File: src/srtf_pkg.sv
// shared types and constants for the srtf scheduler
package srtf_pkg;

    localparam int NUM_JOBS_DEF = 16;

    typedef enum logic [1:0] {
        ST_ADD_OK   = 2'd0,
        ST_ADD_FULL = 2'd1,
        ST_ADD_ZERO = 2'd2,
        ST_TICK     = 2'd3
    } srtf_status_t;

    typedef enum logic [1:0] {
        S_IDLE,
        S_SCAN,
        S_DONE
    } srtf_state_t;

    // token that walks the slot chain once per beat
    // hit means slot claimed (or zero burst) on add, or a candidate held on tick
    typedef struct packed {
        logic        active;
        logic        is_tick;
        logic        hit;
        logic [7:0]  id;
        logic [15:0] arrival;
        logic [15:0] remaining;
        logic [15:0] order;
    } srtf_tok_t;

endpackage

File: src/srtf_if.sv
// valid/ready channel interfaces for job and result beats
interface srtf_job_if;
    logic        valid;
    logic        ready;
    logic        mode;
    logic [7:0]  job_id;
    logic [15:0] arrival_time;
    logic [15:0] burst_length;

    modport source (output valid, mode, job_id, arrival_time, burst_length, input ready);
    modport sink   (input valid, mode, job_id, arrival_time, burst_length, output ready);
endinterface

interface srtf_res_if;
    logic        valid;
    logic        ready;
    logic [1:0]  status;
    logic        idle;
    logic [7:0]  run_id;
    logic [31:0] slice_start;
    logic        job_finished;

    modport source (output valid, status, idle, run_id, slice_start, job_finished, input ready);
    modport sink   (input valid, status, idle, run_id, slice_start, job_finished, output ready);
endinterface

File: src/srtf_cell.sv
// one job slot of the scheduler chain with its compare and claim logic
module srtf_cell
    import srtf_pkg::*;
#(
    parameter int NUM_JOBS = NUM_JOBS_DEF,
    parameter int CELL_IDX = 0
)
(
    input  logic                        clk,
    input  logic                        rst_n,
    input  srtf_tok_t                   tok_in,
    input  logic [$clog2(NUM_JOBS)-1:0] idx_in,
    output srtf_tok_t                   tok_out,
    output logic [$clog2(NUM_JOBS)-1:0] idx_out,
    input  logic [31:0]                 now,
    input  logic                        dec_en,
    input  logic [$clog2(NUM_JOBS)-1:0] dec_idx
);

    localparam int IDX_W = $clog2(NUM_JOBS);
    localparam logic [IDX_W-1:0] MY_IDX = IDX_W'(CELL_IDX);

    logic        valid_reg;
    logic        valid_next;
    logic [7:0]  id_reg;
    logic [15:0] arr_reg;
    logic [15:0] rem_reg;
    logic [15:0] ord_reg;

    srtf_tok_t        tok_reg;
    srtf_tok_t        tok_next;
    logic [IDX_W-1:0] idx_reg;
    logic [IDX_W-1:0] idx_next;

    logic eligible;
    logic better;
    logic claim;
    logic take;
    logic dec_hit;

    always_comb
    begin
        eligible = valid_reg && ({16'd0, arr_reg} <= now);
        better   = (rem_reg < tok_in.remaining)
                || ((rem_reg == tok_in.remaining) && (arr_reg < tok_in.arrival))
                || ((rem_reg == tok_in.remaining) && (arr_reg == tok_in.arrival)
                    && (ord_reg < tok_in.order));
        claim    = tok_in.active && !tok_in.is_tick && !tok_in.hit && !valid_reg;
        take     = tok_in.active && tok_in.is_tick && eligible && (!tok_in.hit || better);
        dec_hit  = dec_en && (dec_idx == MY_IDX);

        tok_next = tok_in;
        idx_next = idx_in;
        if (claim)
        begin
            tok_next.hit = 1'b1;
        end
        if (take)
        begin
            tok_next.hit       = 1'b1;
            tok_next.id        = id_reg;
            tok_next.arrival   = arr_reg;
            tok_next.remaining = rem_reg;
            tok_next.order     = ord_reg;
            idx_next           = MY_IDX;
        end

        valid_next = valid_reg;
        if (claim)
        begin
            valid_next = 1'b1;
        end
        else if (dec_hit && (rem_reg == 16'd1))
        begin
            valid_next = 1'b0;
        end
    end

    always_ff @(posedge clk or negedge rst_n)
    begin
        if (!rst_n)
        begin
            valid_reg <= 1'b0;
            tok_reg   <= '0;
        end
        else
        begin
            valid_reg <= valid_next;
            tok_reg   <= tok_next;
        end
    end

    always_ff @(posedge clk)
    begin
        idx_reg <= idx_next;
        if (claim)
        begin
            id_reg  <= tok_in.id;
            arr_reg <= tok_in.arrival;
            rem_reg <= tok_in.remaining;
            ord_reg <= tok_in.order;
        end
        else if (dec_hit)
        begin
            rem_reg <= rem_reg - 16'd1;
        end
    end

    assign tok_out = tok_reg;
    assign idx_out = idx_reg;

endmodule

File: src/srtf_process_scheduler.sv
// shortest-remaining-time-first scheduler top level: control and slot chain
//
//   channel   dir   beat contents
//   jobs      in    mode, job_id, arrival_time, burst_length
//   results   out   status, idle, run_id, slice_start, job_finished
//
// every beat sends a token along the chain of slot cells, one cell per cycle,
// then the done state settles the winner and writes the result
// a tick decrements the chosen slot in the same cycle its result is registered
// reset clears slot valid bits, time and add count at once; no clearing pass
// jobs.ready is high only between beats; a stalled result holds the finish step
module srtf_process_scheduler
    import srtf_pkg::*;
#(
    parameter int NUM_JOBS = NUM_JOBS_DEF
)
(
    input  logic           clk,
    input  logic           rst_n,
    srtf_job_if.sink       jobs,
    srtf_res_if.source     results
);

    localparam int IDX_W = $clog2(NUM_JOBS);

    srtf_tok_t        tok_chain [NUM_JOBS+1];
    logic [IDX_W-1:0] idx_chain [NUM_JOBS+1];

    srtf_state_t state_reg;
    srtf_state_t state_next;
    logic [31:0] time_reg;
    logic [31:0] time_next;
    logic [15:0] add_cnt_reg;
    logic [15:0] add_cnt_next;
    logic        out_valid_reg;
    logic        out_valid_next;

    srtf_tok_t        res_tok_reg;
    logic [IDX_W-1:0] res_idx_reg;
    logic             zero_reg;

    srtf_status_t status_reg;
    logic         idle_reg;
    logic [7:0]   run_id_reg;
    logic [31:0]  slice_reg;
    logic         fin_reg;

    srtf_status_t status_val;
    logic         accept;
    logic         load;
    logic         dec_en;
    logic         ran;

    // token entering the first cell
    always_comb
    begin
        tok_chain[0].active    = accept;
        tok_chain[0].is_tick   = jobs.mode;
        tok_chain[0].hit       = !jobs.mode && (jobs.burst_length == 16'd0);
        tok_chain[0].id        = jobs.job_id;
        tok_chain[0].arrival   = jobs.arrival_time;
        tok_chain[0].remaining = jobs.burst_length;
        tok_chain[0].order     = add_cnt_reg;
        idx_chain[0]           = '0;
    end

    for (genvar g = 0; g < NUM_JOBS; g++)
    begin : g_cell
        srtf_cell #(
            .NUM_JOBS (NUM_JOBS),
            .CELL_IDX (g)
        ) u_cell (
            .clk     (clk),
            .rst_n   (rst_n),
            .tok_in  (tok_chain[g]),
            .idx_in  (idx_chain[g]),
            .tok_out (tok_chain[g+1]),
            .idx_out (idx_chain[g+1]),
            .now     (time_reg),
            .dec_en  (dec_en),
            .dec_idx (res_idx_reg)
        );
    end

    always_comb
    begin
        jobs.ready     = (state_reg == S_IDLE);
        accept         = jobs.valid && jobs.ready;
        load           = 1'b0;
        state_next     = state_reg;
        time_next      = time_reg;
        add_cnt_next   = add_cnt_reg;
        ran            = res_tok_reg.is_tick && res_tok_reg.hit;

        case (state_reg)
            S_IDLE:
            begin
                if (accept)
                begin
                    state_next = S_SCAN;
                end
            end
            S_SCAN:
            begin
                if (tok_chain[NUM_JOBS].active)
                begin
                    state_next = S_DONE;
                end
            end
            S_DONE:
            begin
                if (!out_valid_reg || results.ready)
                begin
                    load       = 1'b1;
                    state_next = S_IDLE;
                    if (res_tok_reg.is_tick)
                    begin
                        time_next = time_reg + 32'd1;
                    end
                    else if (res_tok_reg.hit && !zero_reg)
                    begin
                        add_cnt_next = add_cnt_reg + 16'd1;
                    end
                end
            end
            default:
            begin
                state_next = S_IDLE;
            end
        endcase

        dec_en = load && ran;

        if (res_tok_reg.is_tick)
        begin
            status_val = ST_TICK;
        end
        else if (zero_reg)
        begin
            status_val = ST_ADD_ZERO;
        end
        else if (res_tok_reg.hit)
        begin
            status_val = ST_ADD_OK;
        end
        else
        begin
            status_val = ST_ADD_FULL;
        end

        out_valid_next = out_valid_reg;
        if (load)
        begin
            out_valid_next = 1'b1;
        end
        else if (results.ready)
        begin
            out_valid_next = 1'b0;
        end
    end

    always_ff @(posedge clk or negedge rst_n)
    begin
        if (!rst_n)
        begin
            state_reg     <= S_IDLE;
            time_reg      <= 32'd0;
            add_cnt_reg   <= 16'd0;
            out_valid_reg <= 1'b0;
        end
        else
        begin
            state_reg     <= state_next;
            time_reg      <= time_next;
            add_cnt_reg   <= add_cnt_next;
            out_valid_reg <= out_valid_next;
        end
    end

    always_ff @(posedge clk)
    begin
        if (accept)
        begin
            zero_reg <= !jobs.mode && (jobs.burst_length == 16'd0);
        end
        if ((state_reg == S_SCAN) && tok_chain[NUM_JOBS].active)
        begin
            res_tok_reg <= tok_chain[NUM_JOBS];
            res_idx_reg <= idx_chain[NUM_JOBS];
        end
        if (load)
        begin
            status_reg <= status_val;
            idle_reg   <= res_tok_reg.is_tick && !res_tok_reg.hit;
            run_id_reg <= ran ? res_tok_reg.id : 8'd0;
            slice_reg  <= res_tok_reg.is_tick ? time_reg : 32'd0;
            fin_reg    <= ran && (res_tok_reg.remaining == 16'd1);
        end
    end

    assign results.valid        = out_valid_reg;
    assign results.status       = status_reg;
    assign results.idle         = idle_reg;
    assign results.run_id       = run_id_reg;
    assign results.slice_start  = slice_reg;
    assign results.job_finished = fin_reg;

endmodule

File: src/flat_wrapper.sv
// flat-port wrapper written by rule: the top's interface ports become plain ports
module srtf_process_scheduler_flat import srtf_pkg::*;
#(
    parameter int NUM_JOBS = NUM_JOBS_DEF
)
  (clk, rst_n, jobs_valid, jobs_mode, jobs_job_id, jobs_arrival_time, jobs_burst_length, jobs_ready, results_valid, results_status, results_idle, results_run_id, results_slice_start, results_job_finished, results_ready);
  srtf_job_if jobs_i ();
  srtf_res_if results_i ();
  input  logic clk;
  input  logic rst_n;
  input wire logic [$bits(jobs_i.valid)-1:0] jobs_valid;
  input wire logic [$bits(jobs_i.mode)-1:0] jobs_mode;
  input wire logic [$bits(jobs_i.job_id)-1:0] jobs_job_id;
  input wire logic [$bits(jobs_i.arrival_time)-1:0] jobs_arrival_time;
  input wire logic [$bits(jobs_i.burst_length)-1:0] jobs_burst_length;
  output wire logic [$bits(jobs_i.ready)-1:0] jobs_ready;
  output wire logic [$bits(results_i.valid)-1:0] results_valid;
  output wire logic [$bits(results_i.status)-1:0] results_status;
  output wire logic [$bits(results_i.idle)-1:0] results_idle;
  output wire logic [$bits(results_i.run_id)-1:0] results_run_id;
  output wire logic [$bits(results_i.slice_start)-1:0] results_slice_start;
  output wire logic [$bits(results_i.job_finished)-1:0] results_job_finished;
  input wire logic [$bits(results_i.ready)-1:0] results_ready;
  assign jobs_i.valid = jobs_valid;
  assign jobs_i.mode = jobs_mode;
  assign jobs_i.job_id = jobs_job_id;
  assign jobs_i.arrival_time = jobs_arrival_time;
  assign jobs_i.burst_length = jobs_burst_length;
  assign jobs_ready = jobs_i.ready;
  assign results_valid = results_i.valid;
  assign results_status = results_i.status;
  assign results_idle = results_i.idle;
  assign results_run_id = results_i.run_id;
  assign results_slice_start = results_i.slice_start;
  assign results_job_finished = results_i.job_finished;
  assign results_i.ready = results_ready;
  srtf_process_scheduler #(.NUM_JOBS(NUM_JOBS)) u_core (.clk(clk), .rst_n(rst_n), .jobs(jobs_i), .results(results_i));
endmodule
File: config.mk
export PLATFORM = sky130hd
export DESIGN_NAME = srtf_process_scheduler_flat
export DESIGN_NICKNAME = d
export VERILOG_FILES = /design/src/srtf_pkg.sv /design/src/srtf_if.sv /design/src/srtf_cell.sv /design/src/srtf_process_scheduler.sv /design/src/flat_wrapper.sv
export SDC_FILE = /design/constraint.sdc
export NUM_CORES = 2
export LEC_CHECK = 0
export BUFFER_PORTS_ARGS = -buffer_cell sky130_fd_sc_hd__buf_4
export CAP_MARGIN = 0
export CORE_UTILIZATION = 61
export CTS_CLUSTER_SIZE = 28
export DETAILED_ROUTE_END_ITERATION = 7
export MAX_ROUTING_LAYER = met4
export PLACE_DENSITY = 0.87
export SYNTH_ARGS = -nofsm -noshare
export SYNTH_HDL_FRONTEND = slang
export SYNTH_SLANG_ARGS = --single-unit
File: constraint.sdc
create_clock -name clk -period 6.33 [get_ports clk]
set_input_delay 0.633 -clock clk [delete_from_list [all_inputs] [get_ports clk]]
set_output_delay 0.633 -clock clk [all_outputs]
set_load 0.01 [all_outputs]
Word-level counts from Yosys, hierarchy flattened
Index checks and enable logic that the tools add are counted.
Widths: inputs -> output; s select.
- output and inout bits: 46
- flip-flop bits (word level): 2010
- bits of input ports: 45
- logic and storage cells: 820
- reductions and logical operators: 340
- add/sub/neg operators: 18
- equality and inequality tests: 69
- order comparisons: 64
- bitwise gates (word level): 1
- mux-type cells: 107
- operators with widths (operator ; number):
    $mux 57 ; 16
    $lt 16x16->1 ; 48
    $eq 16x16->1 ; 32
    $le 16x32->1 ; 16
    $mux 16 ; 32
    $eq 16x1->1 const B ; 17
    $sub 16x1->16 const B ; 16
    $logic_and 1x1->1 ; 200
    $reduce_bool 2->1 ; 33
    $mux 1 ; 55
    $logic_not 1->1 ; 51
    $logic_or 1x1->1 ; 49
    $add 32x1->32 const B ; 1
    $eq 4x4->1 const B ; 8
    $add 16x1->16 const B ; 1
    $eq 4x3->1 const B ; 4
    $logic_not 16->1 ; 1
    $eq 4x2->1 const B ; 2
    $mux 2 ; 3
    $pmux 2 s3 ; 1
    $reduce_and 3->1 ; 2
    $eq 4x1->1 const B ; 1
    $logic_not 4->1 ; 1
    $ne 2x1->1 const B ; 2
    other kinds (7) ; 7

Logic depth before layout (Yosys ltp)
- word-level depth: 9
- gate-level depth with buffers: 11
- gate-level depth less buffers: 9

Modules after synthesis
From an unflattened synthesis, not the netlist that was laid out.
- cells, all modules: 8203
- area total of the unflattened synthesis: 105551.2 um^2
- by module, submodules not included (module ; times used ; area an instance (um^2) ; cells each ; sequential area each (um^2)):
    srtf_cell (u_core.g_cell[10].u_cell ...) ; 5 ; 6286.0 ; 491 ; 3263.1
    srtf_cell (u_core.g_cell[13].u_cell ...) ; 4 ; 6283.5 ; 491 ; 3263.1
    srtf_cell (u_core.g_cell[11].u_cell ...) ; 2 ; 6291.0 ; 492 ; 3263.1
    srtf_cell (u_core.g_cell[1].u_cell ...) ; 2 ; 6287.3 ; 491 ; 3263.1
    srtf_cell (u_core.g_cell[0].u_cell ...) ; 2 ; 6284.8 ; 492 ; 3263.1
    srtf_cell (u_core.g_cell[3].u_cell) ; 1 ; 6288.5 ; 492 ; 3263.1
    srtf_process_scheduler ; 1 ; 4972.3 ; 342 ; 3528.4

Worst setup path after synthesis
No wires, ideal clock.
- path type: register to register
- start point: reg u_core.g_cell[4].u_cell.valid_reg
- end point: reg u_core.g_cell[4].u_cell.rem_reg[0], enable pin
- clock period less this slack: 3.381 ns
- path buffers: 1
- cell stages (with the launch flop): 4
- setup time: 0.367 ns
- arrival time: 3.014 ns
- path slack: 2.949 ns
- data required time: 5.963 ns
- cell sequence: dfrtp_1 > nor4b_1 > clkbuf_1 > a21o_1
- cells in the longest elaborated chain, start to end: 3
- ends and longest elaborated chain (item ; RTL line ; source):
    from (decl) ; srtf_cell.sv:23 ; logic valid_reg;
    from (signal assigned) ; srtf_cell.sv:88 ; valid_reg <= valid_next;
    $logic_not 1->1 ; srtf_cell.sv:48 ; claim = tok_in.active && !tok_in.is_tick && !tok_in.hit && !valid_reg;
    $logic_and 1x1->1 ; srtf_cell.sv:48 ;
    net u_core.g_cell[4].u_cell.claim ; srtf_cell.sv:37 ; logic claim;
    $reduce_bool 2->1 (no source line) ; -- ;
    to (signal assigned) ; srtf_cell.sv:100 ; rem_reg <= tok_in.remaining;
    to (signal assigned) ; srtf_cell.sv:105 ; rem_reg <= rem_reg - 16'd1;
    to (decl) ; srtf_cell.sv:27 ; logic [15:0] rem_reg;
The timed path passes the listed nets, and every way through them passes these cells.
A chain may end at the register's enable or synchronous reset.

==> flow_metrics.env <==
export IMPL_status="completed"
export IMPL_seqPwrFrac_pct=50.8
export IMPL_drc_errors=0
export IMPL_cts_tree="done"
export IMPL_max_slew_margin_pct=11.6
export IMPL_tightestPinTransition_ns=1.33
export IMPL_row_count=146
export IMPL_hold_viol=0
export IMPL_synth_yosys_warnings=0
export IMPL_vias=61800
export IMPL_cts_root_buf="clkbuf_16"
export IMPL_comb_power_share_pct=9.6
export IMPL_cts_setup_buffers=0
export IMPL_antenna_found_initial=1
export IMPL_clk_pin_slew_ns=0.06
export IMPL_dr_pass1_iters=6
export IMPL_nets=8936
export IMPL_fin_skew_ns=0.0406
export IMPL_synthFlopType="dfrtp_1"
export IMPL_grt_pass1_wl_mm=359
export IMPL_power_frac_clock_pct=39.6
export IMPL_clock_path_buffers=3
export IMPL_grt_total_usage_pct=29.4
export IMPL_yosysSeqAreaShare_pct=56.3
export IMPL_start_util_pct=61.4
export IMPL_portBuffers=90
export IMPL_setup_viol=0
export IMPL_synth_distinct_cells=68
export IMPL_cts_inserted_buffers=192
export IMPL_drtIter0Drc=4592
export IMPL_avgSynthCellArea_um2=12.7
export IMPL_fin_setup_tns_ns=0
export IMPL_worstPathArrival_ns=5.33
export IMPL_holdWs_ns=0.0711
export IMPL_final_max_slew_viol_count=0
export IMPL_critPathMaxFanout=32
export IMPL_die_area_um2=161000
export IMPL_ant_nets=0
export IMPL_htree_levels=4
export IMPL_synth_edf_count=971
export IMPL_start_kind="flop"
export IMPL_critPathRequiredTime_ns=7.03
export IMPL_synth_top_area_share_pct=30.0
export IMPL_wl_per_cell_um=22.6
export IMPL_synth_common_cells="ha_1 (995), dfrtp_1 (979), edfxtp_1 (971)"
export IMPL_p_per_area_nw_per_um2=279
export IMPL_period_share_pct=73.2
export IMPL_cts_sinks=1999
export IMPL_synthCells=7646
export IMPL_async_flop_share_pct=49.0
export IMPL_die_w_um=401
export IMPL_fmax_mhz=216
export IMPL_clock_latency_ns=0.85
export IMPL_die_y_um=401
export IMPL_p_sw_uw=7390
export IMPL_end_kind="flop"
export IMPL_internal_power_uw=22600
export IMPL_syn_num_nets=8686
export IMPL_leakage_uw=0.0445
export IMPL_area_growth_pct=10.8
export IMPL_critPathMaxStageDelay_ns=0.98
export IMPL_rsz0062_at_grt="no"
export IMPL_nFillCells=10400
export IMPL_finalPower_uw=30000
export IMPL_swShare_pct=24.6
export IMPL_syn_area_um2=97100
export IMPL_hpwl_mm=163
export IMPL_cap_violations=0
export IMPL_vias_per_cell=6.09
export IMPL_yosysTopAreaCell="edfxtp_1"
export IMPL_grt_overflow=0
export IMPL_hold_path_class="primary input to flop"
export IMPL_grt_start_max_net_pins=144
export IMPL_synth_area_leaders="edfxtp_1 (30%), dfrtp_1 (25%), ha_1 (13%)"
export IMPL_drive_gt1_share_pct=17.6
export IMPL_yosysMostFrequentCell="ha_1"
export IMPL_worstSetupPathType="flop to flop"
export IMPL_crit_chain="inv_1 > ha_1 > a21oi_1 > o21a_1 > o22ai_1 > o31ai_1 > nand4_1 > a21oi_4 > buf_4 > mux2_2"
export IMPL_gp_congestion=0.955
export IMPL_coreArea_um2=158000
export IMPL_ir_drop_uv=339
export IMPL_synth_seq_cells=1999
export IMPL_cpMaxStageDelayCell="a21oi_4"
export IMPL_num_io_pins=91
export IMPL_largest_reg_flops=912
export IMPL_wirelength_mm=229
export IMPL_grt_pass1_vias=65300
export IMPL_period_needed_ns=4.63
## layout make-up
class                           instances  area, um^2  share of cell area (%)
Clock buffer                          271        5470                    5.08
Clock inverter                         94        1080                    1.00
Inverter                              786        2950                    2.74
Antenna cell                            1        2.50                 0.00233
Sequential cell                      1999       54600                    50.8
Tap cell                             2072        2590                    2.41
Multi-Input combinational cell       4711       39100                    36.3
Timing Repair Buffer                  206        1760                    1.63
## cell families (layout without fill, tap and decap cells)
kind of cell	Yosys count	after routing	share of synthesized area (%)
flops	1999	1999	56.3
simple gates	1497	1497	8.01
compound gates	1089	1089	6.72
fa+ha+maj	995	995	12.8
buf+inv	936	1357	3.77
mux	876	876	10.1
xor+xnor	254	254	2.29
other cells	0	1	0
## critical path: cells and delay by family, from the launching register on
family | cells | cell delay, ns
AOI/OAI and AO/OA | 5 | 1.72
buffers and inverters | 2 | 1.29
DFF | 1 | 0.43
adders and majority gates | 1 | 0.42
muxes | 1 | 0.37
and+or+nand+nor | 1 | 0.25
## final timing paths
kind,from,endpoint,slack (ns),depth (start not counted)
hold / removal,jobs_burst_length[13],u_core.g_cell[0].u_cell.tok_out[29],0.07,2
min in group asynchronous,rst_n,u_core.g_cell[12].u_cell.tok_out[51],0.48,2
setup reg to reg,u_core.time_reg[11],u_core.g_cell[13].u_cell.tok_out[37],1.70,10
hold reg to reg,u_core.g_cell[15].u_cell.idx_out[1],u_core.res_idx_reg[1],0.39,0
max in group asynchronous,rst_n,u_core.g_cell[1].u_cell.tok_out[51],4.44,3
setup / recovery,u_core.time_reg[11],u_core.g_cell[13].u_cell.tok_out[37],1.70,10
## routing by layer
metal | share of wire [%] | GRT usage (%) | up-vias | wire length, um
met3 | 4.2 | 3.54 | 724 | 9580
met2 | 51 | 49.8 | 1960 | 116000
met1 | 38 | 32.7 | 30800 | 86100
met4 | 7.5 | 19.3 | 0 | 17200
li1 | - | - | 28300 | -
met5 | 0 | - | - | 0
## power by group through the flow
stage	registers [uW]	logic, uW	clock network [uW]
after CTS	15200	2870	12000
after global placement	15400	2620	0
after detailed placement	15500	2790	0
after floorplan	15100	1920	0
after global routing	15300	3210	12500
final	15300	2880	11900
## layout by cell type (no fill, tap or decap), types with 75 or more instances in the layout
cell type,netlist,routed
nor4_1,79,78
buf_4,4,168
a21oi_1,386,383
inv_1,786,785
edfxtp_1,971,971
clkbuf_16,0,199
nor3_1,120,119
nor2b_1,79,79
dfrtp_1,979,979
nand4_1,217,217
o21ai_0,314,313
ha_1,995,995
xnor2_1,179,179
mux2_2,848,848
nand2_1,408,408
nand3_1,124,124
xor2_1,75,75
a21o_1,122,122
nor2_1,204,203
## per-stage QoR
stage	worst slack, ns	cell area [um^2]	utilization (%)	cells
final	1.70	108000	68.0	10100
after global routing	1.56	108000	68.0	10100
after floorplan	2.95	97100	-	7646
after global placement	1.96	101000	63.7	9748
after detailed placement	1.84	101000	63.7	9748
after CTS	1.71	108000	68.0	10100
## repair_timing
action,in CTS,in global routing
endpoints found under the hold margin,107,0
hold buffers,26,0
gates resized for setup,0,0
Note: power is estimated with default switching activity, not from simulation.
